$ cat src/rtl/bbcd_pkg.sv
// -----------------------------------------------------------------------------
// bbcd_pkg
// Shared types and constants for the byte budget cache directory.
// -----------------------------------------------------------------------------
package bbcd_pkg;

   localparam int NUM_SLOTS     = 16;
   localparam int SLOT_W        = $clog2(NUM_SLOTS);
   localparam int CNT_W         = $clog2(NUM_SLOTS + 1);
   localparam int RUN_THRESHOLD = 3;
   localparam int STEP_W        = 4;

   typedef enum logic [1:0] {
      OP_GET    = 2'd0,
      OP_PUT    = 2'd1,
      OP_REMOVE = 2'd2,
      OP_CLEAR  = 2'd3
   } op_type;

   localparam logic [1:0] KIND_FINAL = 2'd0;
   localparam logic [1:0] KIND_EVICT = 2'd1;
   localparam logic [1:0] KIND_AHEAD = 2'd2;

   localparam logic [1:0] POL_LRU   = 2'd0;
   localparam logic [1:0] POL_LFU   = 2'd1;
   localparam logic [1:0] POL_ADAPT = 2'd2;

   localparam logic [1:0] CSR_POLICY   = 2'd0;
   localparam logic [1:0] CSR_BUDGET   = 2'd1;
   localparam logic [1:0] CSR_RA_ON    = 2'd2;
   localparam logic [1:0] CSR_RA_DEPTH = 2'd3;

   // controller -> datapath
   typedef struct packed {
      logic       accept;
      logic       find;
      logic       op_exec;
      logic       scan_init;
      logic       scan_step;
      logic       evict;
      logic       insert;
      logic       emit;
      logic [1:0] emit_kind;
   } cmd_type;

   // datapath -> controller
   typedef struct packed {
      op_type op;
      logic   found;
      logic   bytes_zero;
      logic   ra_go;
      logic   ra_done;
      logic   evict_need;
      logic   scan_last;
      logic   out_free;
   } status_type;

endpackage

$ cat src/rtl/bbcd_controller.sv
// -----------------------------------------------------------------------------
// bbcd_controller
// Sequencer for lookup, update, eviction loop and result emission.
// -----------------------------------------------------------------------------
module bbcd_controller (
   input  logic                  clock,
   input  logic                  reset,
   input  logic                  req_valid,
   output logic                  req_stall,
   output bbcd_pkg::cmd_type     cmd,
   input  bbcd_pkg::status_type  status
);

   typedef enum logic [9:0] {
      S_IDLE   = 10'b0000000001,
      S_FIND   = 10'b0000000010,
      S_OP     = 10'b0000000100,
      S_CHECK  = 10'b0000001000,
      S_SCAN   = 10'b0000010000,
      S_EVICT  = 10'b0000100000,
      S_EV_OUT = 10'b0001000000,
      S_INSERT = 10'b0010000000,
      S_RA_OUT = 10'b0100000000,
      S_FINAL  = 10'b1000000000
   } state_type;

   state_type state_ff, state_in;

   assign req_stall = (state_ff != S_IDLE);

   // next state and commands
   always_comb begin
      state_in = state_ff;
      cmd      = '0;
      unique case (state_ff)
         S_IDLE: begin
            cmd.accept = req_valid;
            if (req_valid) state_in = S_FIND;
         end
         S_FIND: begin
            cmd.find = 1'b1;
            state_in = S_OP;
         end
         S_OP: begin
            cmd.op_exec = 1'b1;
            priority if (status.op == bbcd_pkg::OP_GET && !status.found && status.ra_go)
               state_in = S_RA_OUT;
            else if (status.op == bbcd_pkg::OP_PUT && !status.bytes_zero && !status.found)
               state_in = S_CHECK;
            else
               state_in = S_FINAL;
         end
         S_CHECK: begin
            if (status.evict_need) begin
               cmd.scan_init = 1'b1;
               state_in      = S_SCAN;
            end else begin
               state_in = S_INSERT;
            end
         end
         S_SCAN: begin
            cmd.scan_step = 1'b1;
            if (status.scan_last) state_in = S_EVICT;
         end
         S_EVICT: begin
            cmd.evict = 1'b1;
            state_in  = S_EV_OUT;
         end
         S_EV_OUT: begin
            cmd.emit      = 1'b1;
            cmd.emit_kind = bbcd_pkg::KIND_EVICT;
            if (status.out_free) state_in = S_CHECK;
         end
         S_INSERT: begin
            cmd.insert = 1'b1;
            state_in   = S_FINAL;
         end
         S_RA_OUT: begin
            cmd.emit      = 1'b1;
            cmd.emit_kind = bbcd_pkg::KIND_AHEAD;
            if (status.out_free && status.ra_done) state_in = S_FINAL;
         end
         S_FINAL: begin
            cmd.emit      = 1'b1;
            cmd.emit_kind = bbcd_pkg::KIND_FINAL;
            if (status.out_free) state_in = S_IDLE;
         end
         default: state_in = S_IDLE;
      endcase
   end

   always_ff @(posedge clock) begin
      if (reset) state_ff <= S_IDLE;
      else       state_ff <= state_in;
   end

endmodule
$ cat config.mk
export PLATFORM = sky130hd
export DESIGN_NAME = bbcd_controller
export DESIGN_NICKNAME = d
export VERILOG_FILES = /design/src/rtl/bbcd_pkg.sv /design/src/rtl/bbcd_controller.sv
export SDC_FILE = /design/constraint.sdc
export NUM_CORES = 1
export LEC_CHECK = 0
export ABC_AREA = 1
export BUFFER_PORTS_ARGS = -buffer_cell sky130_fd_sc_hd__buf_4
export CORE_MARGIN = 3
export CORE_UTILIZATION = 55
export CTS_CLUSTER_DIAMETER = 50
export DETAILED_ROUTE_END_ITERATION = 6
export GPL_TIMING_DRIVEN = 1
export MAX_ROUTING_LAYER = met4
export PLACE_DENSITY = 0.88
export SLEW_MARGIN = 20
export SYNTH_ARGS = -nofsm -noshare
export SYNTH_HDL_FRONTEND = slang
export SYNTH_SLANG_ARGS = --single-unit
$ cat constraint.sdc
create_clock -name clock -period 3.6 [get_ports clock]
set_clock_uncertainty 0.05 [all_clocks]
set_input_delay 0.36 -clock clock [delete_from_list [all_inputs] [get_ports clock]]
set_output_delay 0.36 -clock clock [all_outputs]
set_load 0.05 [all_outputs]
==> results by group <==
Outcome
  – Outcome: finished, final reports clean

Global routing
  – Busiest grt layer: met2
  – Initial antenna violation count: 0
  – GR Util All Layers: 0.2666
  – First-pass GRT wire length: 3.891 mm
  – Vias in the first global route: 903
  – M3 GR Usage: 0.03557
  – Routing usage on met1: 0.3238
  – GRT overflow: 0
  – GRT met2 Usage: 0.4373
  – Largest net degree at the start of global routing: 7

Logic synthesis
  – Unique masters post-synth: 23
  – Cell taking the most area after synthesis: dfxtp_1
  – Multiplexer area fraction after synthesis: 0
  – Largest family of logic cells by synthesized area: simple AND/OR/NAND/NOR gates
  – Synth area leaders: dfxtp_1 (23%), inv_1 (11%), nand2_4 (9.1%), nand2_1 (8.7%), nor2_1 (8.2%)
  – Number of synthesized register bits: 10
  – Post-synthesis xor/xnor area fraction: 0.01010
  – Register area share after synthesis: 0.2309
  – Synth top area share: 0.2309
  – Complex-gate fraction of the synthesized area: 0.05051
  – Post-Synth Simple-Gate Area: 0.5700
  – Net Count, Synth: 144
  – Avg Cell Area, Syn: 6.569 µm²
  – Syn. warnings: 0
  – Mapped Cells: 132
  – Area share of fa/ha/maj cells after synthesis: 0
  – Syn Std Cell Area: 867.1 µm²

Final layout
  – Area grow syn2layout: 25.40%
  – Nets: 171
  – Top reg by flops: state_ff
  – Max FFs per register: 10
  – Non-Filler Instances: 173
  – Core Util, Final: 0.7864
  – Share of cells above drive strength 1: 0.3671
  – Diode count: 0
  – Largest regs: state_ff (10)

Clock network
  – Num CTS Buffers: 3
  – CTS resizes: 0
  – Setup Buffers After CTS: 0
  – Worst-Skew Late Latency: 0.27 ns
  – CTS clk-pin slew, worst paths: 0.07 ns
  – Hold_buf cts: 0
  – Bufs on Longest Clock Path: 2
  – H-tree levels: 1
  – Clk sink count: 10
  – Root Buffer: clkbuf_4
  – CTS tree: built

Placed design
  – Routability cong.: 0.9077
  – Setup Slack @ Placement: 2.006 ns
  – DP HPWL: 1.785 mm
  – Placed cells: 169
  – Port bufs: 22

Min path
  – Hold Path Cell Cnt: 2
  – Hold Crit Start: status[2]
  – Hold crit path type: primary input to flop
  – WHS Endpoint: state_ff[7]

Worst setup path
  – CP Max Fanout: 4
  – CP delay by family, top: simple AND/OR/NAND/NOR gates
  – Crit path depth: 6
  – Setup CP Type: flop to output pin
  – Register-to-register setup slack: 2.09 ns
  – Reg2reg end: state_ff[0]
  – Crit path buffers/inverters: 2
  – Worst Path Required: 3.19 ns
  – Critical-path cell list: nor2_1 -> nand2_4 -> inv_1 -> nand3_1 -> nor2_1 -> buf_4
  – Crit path largest cell delay: 0.33 ns
  – Crit end category: output pin
  – CP most frequent cell: nor2_1
  – R2R cell count: 10
  – Worst R2R Start: state_ff[4]
  – Crit-path slowest cell: dfxtp_1
  – WP data arrival: 1.50 ns
  – Critical Path Start Type: flop

Route
  – WL per Instance: 12.59 µm
  – Antenna Nets Post-Route: 0
  – Via density: 5.168
  – DRT Pass-1 Iters: 4
  – Final wirelength: 2.178 mm
  – First DRT Iteration DRCs: 35
  – DR vias: 894
  – DRC violations left: 0

Timing
  – Worst-Margin Slew: 0.2574 ns
  – Max frequency: 524.1 MHz
  – Final hold violation count: 0
  – Fin. max-slew vios: 0
  – Period utilization: 0.5300
  – Final setup viols: 0
  – Final worst slack: 1.692 ns
  – Rel. slew slack: 0.8278
  – Final TNS setup: 0 ns
  – Min Clock Period, post-route: 1.908 ns
  – RSZ-0062 raised after global routing: no

Power and ir drop
  – Clock share of power: 0.156
  – Switching share of power: 0.5254
  – P_leak: 0.6343 nW
  – Worst VDD drop: 0.0006195 V
  – Sw power: 0.3586 mW
  – Pint: 0.3239 mW
  – Power Total: 0.6825 mW
  – Comb power frac: 0.629
  – Sequential share of power: 0.216
  – Cell area power density: 627.7 nW/µm²

Floorplanning
  – Core Region: 1383 µm²
  – Die H: 45.71 µm
  – DIE AREA: 2089 µm²
  – # rows: 13
  – I/O pin count: 23
  – Die span in x: 45.71 µm
  – Starting Density: 0.6271

Run
  – Max Cap Viol: 0
kinds of logic after synthesis:
family	count (synthesis)
simple gates	82
flops	10
compound gates	8
xor+xnor	1
buf+inv	31
worst max path at each step:
stage / startpoint / end / slack (ns)
finish: state_ff[4] / cmd[6] / 1.69
floorplan: state_ff[6] / cmd[9] / 1.59
detailed placement: state_ff[4] / cmd[6] / 2.01
global route: state_ff[6] / cmd[6] / 1.64
CTS: state_ff[4] / cmd[6] / 1.71
global placement: state_ff[6] / cmd[6] / 2.06
layer usage:
metal	wire length, µm	share of wire	vias up
met1	920	0.42	397
met5	0	0	-
li1	-	-	455
met2	1072	0.49	34
met4	46	0.021	0
met3	139	0.064	8
metrics by stage:
stage                     cell area, µm²  hold slack, ns
after global routing                1087          0.2078
final                               1087          0.2063
after CTS                           1087          0.2105
after floorplan                    867.1          0.3724
after global placement              1051          0.4869
after detailed placement            1051          0.4952
cell usage after synthesis (all sizes together):
master	count
nand2	31
nand3	15
nor2	29
dfxtp	10
nand3b	1
inv	30
nor4	1
a21oi	3
clkinv	1
nor3	3
xor2	1
o21ai	5
nand4	2
layout by cell type, fill, tap and decap left out, types with 3 or more instances in the layout:
cell type / n
nor3_1: 3
nor2_2: 5
o21ai_0: 3
nand3_2: 3
buf_4: 22
nand2_2: 4
inv_1: 26
dfxtp_1: 10
clkbuf_4: 3
inv_2: 3
nand3_1: 11
nor2_4: 5
nand2_1: 20
nand2_4: 7
nor2_1: 19
power by group through the flow:
| stage | logic (mW) | clock network (mW) | registers, mW |
|---|---|---|---|
| floorplan | 0.332 | 0 | 0.146 |
| global placement | 0.418 | 0 | 0.148 |
| detailed placement | 0.425 | 0 | 0.149 |
| CTS | 0.429 | 0.105 | 0.147 |
| global route | 0.474 | 0.109 | 0.150 |
| finish | 0.429 | 0.106 | 0.147 |
final cells by class:
type                    instances  area, µm²
multi-input cells              91      546.8
repair buffers                 22      165.2
flip-flops and latches         10      200.2
clock buffers                   4      36.28
inverters                      31      120.1
fillers                        92      295.3
well taps                      15      18.77
worst register-to-register path, cell delays in order (launching register included):
cell and delay (ns):
dfxtp_1 0.33, nor2_1 0.20, nand2_4 0.11, nor2_4 0.18, nand2_2 0.08, inv_1 0.08
o21ai_1 0.09, o21ai_0 0.10, nor2_1 0.07, nand2_1 0.07, nand2_1 0.04
Note: power is estimated with default switching activity, not from simulation.
